--- src/sv/ezr_pkg.sv ---
//==============================================================================
// ezr_pkg
// Shared constants, types and tables for the Euler ZYX to rotation matrix unit.
//==============================================================================
package ezr_pkg;

    localparam int ANGLE_W     = 16;
    localparam int OUT_W       = 16;
    localparam int AFRAC       = 13;
    localparam int OFRAC       = 14;
    localparam int QF          = 30;
    localparam int ITERS       = 30;
    // Bits of a CORDIC step index
    localparam int STEP_W      = 5;
    // Q30 working values stay well inside 36 bits
    localparam int QW          = 36;

    localparam logic signed [QW-1:0] PI_Q      = 36'sd3373259426;
    localparam logic signed [QW-1:0] HALF_PI_Q = 36'sd1686629713;
    localparam logic signed [QW-1:0] TWO_PI_Q  = 36'sd6746518852;
    localparam logic signed [QW-1:0] GAIN_INV  = 36'sd652032874;

    typedef logic signed [QW-1:0] q_t;

    // One angle in flight through the CORDIC row
    typedef struct packed {
        q_t   x;
        q_t   y;
        q_t   z;
        logic neg;
    } rot_t;

    // One word of all three angles
    typedef struct packed {
        rot_t yaw;
        rot_t pitch;
        rot_t roll;
    } rot3_t;

    function automatic q_t atan_q(input int i);
        q_t r;
        r = '0;
        case (i)
            0: r = 36'sd843314856;   1: r = 36'sd497837829;
            2: r = 36'sd263043836;   3: r = 36'sd133525158;
            4: r = 36'sd67021686;    5: r = 36'sd33543515;
            6: r = 36'sd16775850;    7: r = 36'sd8388437;
            8: r = 36'sd4194282;     9: r = 36'sd2097149;
            10: r = 36'sd1048575;    11: r = 36'sd524287;
            12: r = 36'sd262143;     13: r = 36'sd131071;
            14: r = 36'sd65535;      15: r = 36'sd32767;
            16: r = 36'sd16383;      17: r = 36'sd8191;
            18: r = 36'sd4095;       19: r = 36'sd2047;
            20: r = 36'sd1023;       21: r = 36'sd511;
            22: r = 36'sd255;        23: r = 36'sd127;
            24: r = 36'sd63;         25: r = 36'sd31;
            26: r = 36'sd15;         27: r = 36'sd7;
            28: r = 36'sd3;          29: r = 36'sd1;
            default: r = '0;
        endcase
        return r;
    endfunction

    // Round a Q60 product back to Q30
    function automatic q_t qmul(input q_t a, input q_t b);
        logic signed [2*QW-1:0] p;
        p = a * b + (72'sd1 <<< (QF - 1));
        return q_t'(p >>> QF);
    endfunction

    // Round Q30 to the output format and clamp
    function automatic logic signed [OUT_W-1:0] to_out(input q_t v);
        q_t r;
        q_t lim;
        lim = q_t'(1) <<< OFRAC;
        r = (v + (q_t'(1) <<< (QF - OFRAC - 1))) >>> (QF - OFRAC);
        if (r > lim)
            r = lim;
        if (r < -lim)
            r = -lim;
        return r[OUT_W-1:0];
    endfunction

endpackage

--- src/sv/ezr_reduce.sv ---
//==============================================================================
// ezr_reduce
// Scale one angle to Q30, reduce into (-pi, pi] and fold into [-pi/2, pi/2].
//==============================================================================
module ezr_reduce
    import ezr_pkg::*;
(
    input  logic signed [ANGLE_W-1:0] angle,
    output rot_t                      rot
);

    q_t z0;
    q_t z1;
    q_t z2;

    // Input spans about +-4 radians, so one step each way covers the modulo
    always_comb
    begin
        z0 = q_t'(angle) <<< (QF - AFRAC);
        z1 = z0;
        if (z1 > PI_Q)
            z1 = z1 - TWO_PI_Q;
        else if (z1 <= -PI_Q)
            z1 = z1 + TWO_PI_Q;
        z2 = z1;
        rot.neg = 1'b0;
        if (z1 > HALF_PI_Q)
        begin
            z2 = z1 - PI_Q;
            rot.neg = 1'b1;
        end
        else if (z1 < -HALF_PI_Q)
        begin
            z2 = z1 + PI_Q;
            rot.neg = 1'b1;
        end
        rot.x = GAIN_INV;
        rot.y = '0;
        rot.z = z2;
    end

endmodule

--- config.mk ---
export PLATFORM = sky130hd
export DESIGN_NAME = ezr_reduce
export DESIGN_NICKNAME = d
export VERILOG_FILES = /design/src/sv/ezr_pkg.sv /design/src/sv/ezr_reduce.sv
export SDC_FILE = /design/constraint.sdc
export NUM_CORES = 1
export LEC_CHECK = 0
export ABC_AREA = 0
export BUFFER_PORTS_ARGS = -buffer_cell sky130_fd_sc_hd__buf_2
export CORE_MARGIN = 4
export CORE_UTILIZATION = 52
export DETAILED_ROUTE_END_ITERATION = 12
export PLACE_DENSITY = 0.91
export SLEW_MARGIN = 20
export SYNTH_ARGS = -nofsm -noshare
export SYNTH_HDL_FRONTEND = slang
export SYNTH_SLANG_ARGS = --single-unit
--- constraint.sdc ---
create_clock -name vclk -period 7.6
set_input_delay 1.14 -clock vclk [all_inputs]
set_output_delay 1.14 -clock vclk [all_outputs]
set_load 0.01 [all_outputs]
==> results of run 1 <==
[report_power, final]
part	internal, mW	switching (mW)	leakage, nW
registers	0	0	0
clock network	0	0	0
logic	0.102	0.162	1.16
[area by class of cell]
cell class | instances | area [sq um]
tap | 52 | 65.1
multi-input combinational | 304 | 1880
fill | 446 | 2100
timing repair buffer | 58 | 305
inverter | 9 | 33.8
[critical path: stages]
cell	delay, ps
buf_2	130
inv_1	130
ha_1	280
nand2b_1	80
a41o_1	230
a31oi_1	160
nor2_1	50
o31a_1	230
ha_1	380
buf_4	280
and3b_1	220
a31oi_1	160
o31ai_1	100
a22oi_1	270
a31oi_1	90
o211a_1	240
o2111a_1	310
nor2_2	310
buf_4	260
a32o_1	200
xor2_1	140
buf_2	140
[logic make-up (layout without fill, tap and decap cells)]
group	Yosys count	count (layout)
adders and majority gates	6	6
and+or+nand+nor	96	96
other	2	73
xor gates and xnor gates	30	30
buffers and inverters	113	67
AOI/OAI and AO/OA	88	88
muxes	11	11
[worst max-delay path by stage]
stage	start	endpoint	slack, ps
after global routing	angle[0]	rot[33]	590
after global placement	angle[0]	rot[30]	1160
after CTS	angle[0]	rot[30]	970
final	angle[0]	rot[30]	900
after detailed placement	angle[0]	rot[30]	980
after floorplan	angle[0]	rot[5]	1620
[metal layers]
metal	GRT usage, %	vias to the layer above
met5	0	-
met4	2.52	0
met3	1.72	8
met2	31.6	106
met1	23.8	1049
li1	-	1125
[per-stage QoR]
stage	std cells	hold slack, ps	utilization, %	power (mW)	setup slack, ps
floorplan	417	2470	-	0.225	1620
global placement	423	2730	52.1	0.259	1160
detailed placement	423	2750	52.1	0.263	983
CTS	423	2760	52.1	0.264	965
global route	423	2770	52.1	0.294	590
finish	423	2750	52.1	0.265	898
[synthesized netlist by cell type, drive strengths merged, types with 3 or more instances]
cell     n
nand2   22
buf     94
xor2     8
o21bai   3
and3     5
nor3     7
a41o     3
o31a     3
nand4    3
nand2b   3
inv      9
nor3b    4
o211ai   3
a22oi    7
a21oi   16
clkbuf  10
a32oi    4
xnor2   22
ha       6
o211a    3
o21ai   18
nor2    24
or2      3
a31oi    8
nand3    8
mux2i   10
==> metrics.md, run 1 <==
| Metric | Value |
|---|---|
| Status | finished, final reports clean |
| First-pass DRT Iterations | 4 |
| Critical path launch point type | input pin |
| Post-Synth Simple-Gate Area | 21.2% |
| Seq_cells | 0 |
| Slew Limit Fails | 0 |
| CP arrival | 5560 ps |
| Sequential area share after synthesis | 0% |
| Mapped Cells | 346 |
| Core area | roughly 4400 sq um |
| Fmax | ~0.15 GHz |
| PD cells | between 100 and 150 nW/um^2 |
| Crit share post-route | a little under 90% |
| Leading cell type in the layout, fill and taps excluded | conb_1 |
| Synth-to-Final Area Change | -3.29% |
| Routed via count | roughly 2300 |
| Antenna diodes | 0 |
| Synth warn | 0 |
| Metal2 WL | ~2700 microns |
| Element type at the critical path end | output port |
| Die area | 5680 sq um |
| Post-CTS Hold Buffers | 0 |
| Dpl hpwl | 4430 microns |
| Top post-synthesis cells by area | buf_4 26%, xnor2_1 7.8%, mux2i_1 4.2% |
| GRT Overall Usage | between 15 and 20% |
| First-pass GRT wire length | approximately 8600 microns |
| # clk buffers | 0 |
| Yosys top cell area share | between 20% and 30% |
| Routed WL | 5500 microns |
| Iteration-0 DRC count of the detailed router | between 200 and 250 |
| Post-route cell area | about 2300 sq um |
| Initial antenna violation count | 0 |
| Worst VDD drop | between 0.04 and 0.05 mV |
| Vias in the first global route | between 1500 and 2000 |
| Register area | 0 sq um |
| Max_cap viols | 0 |
| Hold EP | rot[19] |
| Met1 Wirelength | between 2000 and 2500 microns |
| Leading area contributor after synthesis | buf_4 |
| Leak | around 1.2 nW |
| Minimum clock period | ~6700 ps |
| Gpl congestion | between 0.9 and 1 |
| Post CTS Setup Buffer Count | 0 |
| Complex-gate fraction of the synthesized area | a little over a quarter |
| Setup TNS | 0 ps |
| Initial Util | between 50% and 60% |
| Vias per cell | ~5.4 |
| Crit path required time | between 6000 and 7000 ps |
| Post-route ant nets | 0 |
| Final setup violating endpoints | 0 |
| Post-synthesis xor/xnor area fraction | 11.4% |
| HP Class | input pin to output port |
| Boundary Pins | about 130 |
| Slew @ Worst Pin | a little under 800 ps |
| CP Class | input pin to output port |
| Distinct cells, synth | 65 |
| Max layer used | met4 |
| CP max FO | 23 |
| Fraction of layout cells with a size suffix above 1 | slightly below 20% |
| Post-route DRC | 0 |
| Hold Path Depth | 4 |
| Most frequent cells in the layout | 73 x conb_1, 52 x buf_2, 23 x nor2_1 |
| Final nets | slightly below 400 |
| PostCTS Resize Cnt | 0 |
| Syn_area_per_cell | around 7 sq um |
| RSZ-0062 raised after global routing | false |
| Drt wl/cell | 13.0 microns |
| Total grt overflow | 0 |
| Hold Vio Cnt, Final | 0 |
| Width of the die | between 70 and 80 microns |
| Largest net degree at the start of global routing | 28 |
| Largest family of logic cells by synthesized area | buffers and inverters |
| DR WL met3 | 449 microns |
| Hold Crit Start | angle[1] |
| # rows | 24 |
| Die height | about 75 microns |
| Synthesized area | 2360 sq um |
| Post-synthesis mux area share | under 10% |
| Slew headroom | approximately half |
| Cell Area, Placed | approximately 2300 sq um |
| Post-Synth Adder-Cell Area | under 10% |
| Input/output buffers | 52 |
Note: power is estimated with default switching activity, not from simulation.
==> run 2: changes to the inputs <==
Settings changed: RECOVER_POWER set to 25.
==> run 2 against run 1 <==
  * Sequential cell count unchanged
  * Global-route usage unchanged
  * First-iteration DRC count decreased by 9.5%
  * Hold slack got worse by 5.1 ps
  * Critical endpoint is now rot[29]
  * Highest routed layer unchanged
  * Count of clock-buffer cells in the layout unchanged
  * Critical path type unchanged
==> metrics.md, run 2 (synthesized netlist as in run 1, its figures left out) <==
| Metric | Value |
|---|---|
| CP max-delay cell | clkbuf_1 |
| First-pass GRT wire length | 8600 microns (unchanged) |
| PD cells | 116 nW/um^2 (-0.17%) |
| Worst VDD drop | 0.0409 mV (+1.9%) |
| Seq_cells | 0 (unchanged) |
| Iteration-0 DRC count of the detailed router | 199 (-9.5%) |
| CP arrival | 5750 ps (+190 ps) |
| Die area | 5680 sq um (unchanged) |
| Crit share post-route | 90.6% (+2.4 points) |
| Filler cell count | 452 (+1.3%) |
| Slew headroom | 47.1% (-1.1 points) |
| RSZ-0062 raised after global routing | false |
| Drt wl/cell | 13.1 microns (+0.47%) |
| Core area | 4380 sq um (unchanged) |
| Boundary Pins | 125 (unchanged) |
| Multi-input logic area | 1880 sq um (-0.13%) |
| Initial Util | 53.9% (unchanged) |
| Fraction of layout cells with a size suffix above 1 | 17.5% (-1.9 points) |
| Post-CTS Hold Buffers | 0 (unchanged) |
| Leading cell type in the layout, fill and taps excluded | conb_1 |
| Leak | 1.15 nW (-1.5%) |
| Die height | 75.4 microns (unchanged) |
| Status | finished, final reports clean |
| GRT Overall Usage | 17.8% (unchanged) |
| # clk buffers | 0 (unchanged) |
| Final setup violating endpoints | 0 (unchanged) |
| Setup TNS | 0 ps (unchanged) |
| Max_cap viols | 0 (unchanged) |
| Width of the die | 75.4 microns (unchanged) |
| HP Class | input pin to output port |
| Final nets | 395 (unchanged) |
| Minimum clock period | 6890 ps (+184 ps) |
| Critical path launch point type | input pin |
| Synth-to-Final Area Change | -3.82% |
| # rows | 24 (unchanged) |
| Crit path required time | 6460 ps (about the same) |
| Input/output buffers | 52 (unchanged) |
| Total grt overflow | 0 (unchanged) |
| Crit path largest cell delay | 570 ps (+190 ps) |
| Total Power | 0.263 mW (-0.71%) |
| Worst path cell trace | buf_2, inv_1, ha_1, nand2b_1, a41o_1, a31oi_1, nor2_1, o31a_1, ha_1, inv_1, a41o_1, mux2i_1, xor2_1, o21a_1, o41ai_1, a21oi_1, clkbuf_1, a22oi_1, xnor2_1, buf_2 |
| Post CTS Setup Buffer Count | 0 (unchanged) |
| Routed via count | 2305 (+0.74%) |
| Hold Vio Cnt, Final | 0 (unchanged) |
| Antenna diodes | 0 (unchanged) |
| Largest net degree at the start of global routing | 28 (unchanged) |
| CP max FO | 16 (-30%) |
| Dpl hpwl | 4430 microns (unchanged) |
| Fmax | 0.145 GHz (-2.7%) |
| First-pass DRT Iterations | 5 (+1) |
| Slew @ Worst Pin | 788 ps (+16.6 ps) |
| PostCTS Resize Cnt | 0 (unchanged) |
| Routed WL | 5530 microns (+0.47%) |
| Vias in the first global route | 1913 (unchanged) |
| Slew Limit Fails | 0 (unchanged) |
| CP Class | input pin to output port |
| Vias per cell | 5.45 (+0.74%) |
| Post-route ant nets | 0 (unchanged) |
| Post-route DRC | 0 (unchanged) |
| Most frequent cells in the layout | 73 x conb_1, 47 x buf_2, 24 x nor2_1 |
| Register area | 0 sq um (unchanged) |
| Initial antenna violation count | 0 (unchanged) |
| Element type at the critical path end | output port |
| Gpl congestion | 0.944 (unchanged) |
## run 2: cell types whose count changed in the layout (fill, tap and decap cells not counted)
cell and delta:
nor2_1 +1, buf_2 -5, and2_0 +1, clkbuf_1 +6, buf_4 -1, nor2_2 -1
and2_1 -1
## run 2: final timing paths
kind | start | endpoint | slack, ps | depth (start not counted)
setup / recovery | angle[0] | rot[29] | 710 | 20
hold / removal | angle[1] | rot[19] | 2750 | 4
## run 2: routing by layer
layer | vias up | track usage [%] | share of wire [%]
met5 | - | 0 | 0
met4 | 0 | 2.52 | 0.62
met3 | 6 | 1.72 | 8.8
met2 | 122 | 31.6 | 50
met1 | 1047 | 23.8 | 40
li1 | 1130 | - | -
## run 2: power by group
part | total [mW] | internal, mW | switching [mW]
Combinational | 0.263 | 0.100 | 0.163
Clock | 0 | 0 | 0
Sequential | 0 | 0 | 0
Total | 0.263 | 0.100 | 0.163
## run 2: cell type report
| type | count | share of cell area [%] |
|---|---|---|
| repair buffers | 58 | 13.0 |
| inverters | 9 | 1.49 |
| well taps | 52 | 2.87 |
| multi-input cells | 304 | 82.6 |
## run 2: per-stage QoR
stage | worst slack (ps) | util [%] | instances | instance area [sq um] | hold slack [ps]
after floorplan | 1620 | - | 417 | 2630 | 2470
after global placement | 1160 | 52.1 | 423 | 2280 | 2730
after detailed placement | 983 | 52.1 | 423 | 2280 | 2750
after CTS | 965 | 52.1 | 423 | 2280 | 2760
after global routing | 317 | 51.8 | 423 | 2270 | 2760
final | 714 | 51.8 | 423 | 2270 | 2750
## run 2: worst max-delay path: cells and delay by family
kind	cells	cell delay, ps
AO/OA/AOI/OAI	8	1710
XOR/XNOR	2	760
adder cells (fa/ha/maj)	2	670
buffers and inverters	5	1170
multiplexers	1	160
AND/OR/NAND/NOR	2	140
==> run 3: changes to the inputs <==
Settings changed: CORE_UTILIZATION 52 to 48, PLACE_DENSITY 0.91 to 0.85.
Clock period 7.6 ns to 7 ns, I/O delays scaled along.
==> run 3 against run 2 <==
  * Total power up 8.3%
  * Die area up 7.4%
  * Non-clock buffer count unchanged
  * Critical path depth unchanged
  * Highest routed layer unchanged
  * Critical endpoint is now rot[34]
==> metrics.md, run 3 (synthesized netlist as in run 1, its figures left out) <==
| Metric | Value |
|---|---|
| PD cells | 124 nW/um^2 (+7.3%) |
| Slew @ Worst Pin | 724 ps (-63.8 ps) |
| GR peak layer | met2 |
| GRT Overall Usage | 16.0% (-1.8 points) |
| Hold Crit Start | angle[1] |
| RSZ-0062 raised after global routing | false |
| Post-route cell area | 2290 sq um (+0.94%) |
| CP max FO | 16 (unchanged) |
| Drt wl/cell | 12.7 microns (-3.1%) |
| Fraction of layout cells with a size suffix above 1 | 17.8% (+0.27 points) |
| Hold slack | 2540 ps (-207 ps) |
| Final setup violating endpoints | 0 (unchanged) |
| CP max-delay cell | xnor2_1 |
| CP arrival | 5410 ps (-340 ps) |
| Post CTS Setup Buffer Count | 0 (unchanged) |
| Most frequent cells in the layout | 73 x conb_1, 46 x buf_2, 23 x nor2_1 |
| Setup TNS | 0 ps (unchanged) |
| Critical path launch point type | input pin |
| Width of the die | 78.1 microns (+3.7%) |
| Die height | 78.1 microns (+3.7%) |
| Boundary Pins | 125 (unchanged) |
| Post-route DRC | 0 (unchanged) |
| Slew Limit Fails | 0 (unchanged) |
| Crit path required time | 5950 ps (-510 ps) |
| Die area | 6110 sq um (+7.4%) |
| Crit path largest cell delay | 550 ps (-20 ps) |
| # clk buffers | 0 (unchanged) |
| Seq_cells | 0 (unchanged) |
| Vias in the first global route | 1926 (+0.68%) |
| Crit path buf inv count | 5 (unchanged) |
| Slew headroom | 51.4% (+4.3 points) |
| Status | finished, final reports clean |
| Antenna diodes | 0 (unchanged) |
| Minimum clock period | around 6500 ps |
| Synth-to-Final Area Change | -2.91% |
| Fmax | about 0.15 GHz |
| Post-CTS Hold Buffers | 0 (unchanged) |
| Hold Path Depth | 4 (unchanged) |
| Initial antenna violation count | 0 (unchanged) |
| Element type at the critical path end | output port |
| Cell Area, Placed | 2300 sq um (+0.82%) |
| Fin util | 48.2% (-3.6 points) |
| Worst path cell trace | buf_2, inv_1, ha_1, nand2b_1, a41o_1, a31oi_1, nor2_1, o31a_1, ha_1, inv_1, nor3_1, mux2i_1, xnor2_1, o21a_1, o41ai_1, a21oi_1, clkbuf_2, a32oi_1, xor2_1, buf_2 |
| First-pass DRT Iterations | 4 (-1) |
| Post-route ant nets | 0 (unchanged) |
| Met2 global-route usage | 29.9% (-1.8 points) |
| Core area | 4750 sq um (+8.4%) |
| Gpl congestion | 0.907 (-3.9%) |
| HP Class | input pin to output port |
| PostCTS Resize Cnt | 0 (unchanged) |
| Final nets | 395 (unchanged) |
| Routed WL | 5550 microns (+0.38%) |
| CP Class | input pin to output port |
| Crit share post-route | about 92% |
| Routed via count | 2280 (-1.1%) |
| Hold Vio Cnt, Final | 0 (unchanged) |
| Total grt overflow | 0 (unchanged) |
| Placed cells | 438 (+3.5%) |
| Met1 Use GR | 20.6% (-3.2 points) |
| Input/output buffers | 52 (unchanged) |
| Dpl hpwl | 4560 microns (+3.0%) |
| M3 GR Usage | 0.573% (-1.1 points) |
| Largest net degree at the start of global routing | 22 (-21%) |
| # rows | 25 (+4.2%) |
| Hold EP | rot[19] |
| First-pass GRT wire length | 8630 microns (+0.33%) |
| Post-Layout Cell Count | 438 (+3.5%) |
| Worst VDD drop | 0.0462 mV (+13%) |
| Worst path top cell family by delay | compound AO/OA/AOI/OAI gates |
| Register area | 0 sq um (unchanged) |
| Iteration-0 DRC count of the detailed router | 131 (-34%) |
| Initial Util | 49.7% (-4.2 points) |
| Vias per cell | 5.21 (-4.5%) |
| Max_cap viols | 0 (unchanged) |
| Leading cell type in the layout, fill and taps excluded | conb_1 |
| Leak | 1.15 nW (about the same) |
[run 3: changes by cell type in the layout (fill, tap and decap cells not counted), sizes merged]
cell    delta
buf        -1
clkbuf     +1
[run 3: report_power, final]
group	internal (mW)	switching [mW]	total (mW)
combinational	0.109	0.176	0.285
clock	0	0	0
sequential	0	0	0
[run 3: per-layer routing]
| layer | share of wire (%) | up-vias |
|---|---|---|
| met1 | 42 | 1047 |
| met2 | 49 | 100 |
| met5 | 0 | - |
| met4 | 1.3 | 0 |
| met3 | 6.7 | 10 |
| li1 | - | 1123 |
[run 3: how the worst max path moves through the flow]
stage	start	end	slack (ps)	cells after the start
2_1_floorplan	angle[0]	rot[5]	1200	20
3_3_place_gp	angle[0]	rot[20]	710	20
3_5_place_dp	angle[0]	rot[23]	580	20
4_1_cts	angle[0]	rot[23]	570	20
5_1_grt	angle[0]	rot[27]	160	20
6_report	angle[0]	rot[34]	540	20
[run 3: worst min-delay path, cell delays in order]
cell      delay (ps)
buf_2            130
xnor2_1          120
mux2i_1           60
clkbuf_1         120
[run 3: final cells by class]
cell class / count / area [sq um]
fill: 511 / 2460
multi-input combinational: 304 / 1880
timing repair buffer: 58 / 295
tap: 67 / 83.8
inverter: 9 / 33.8
[run 3: through the flow]
step,worst slack (ps),total power [mW]
after floorplan,1200,0.244
after global placement,707,0.282
after detailed placement,580,0.285
after CTS,572,0.287
after global routing,156,0.314
final,542,0.285
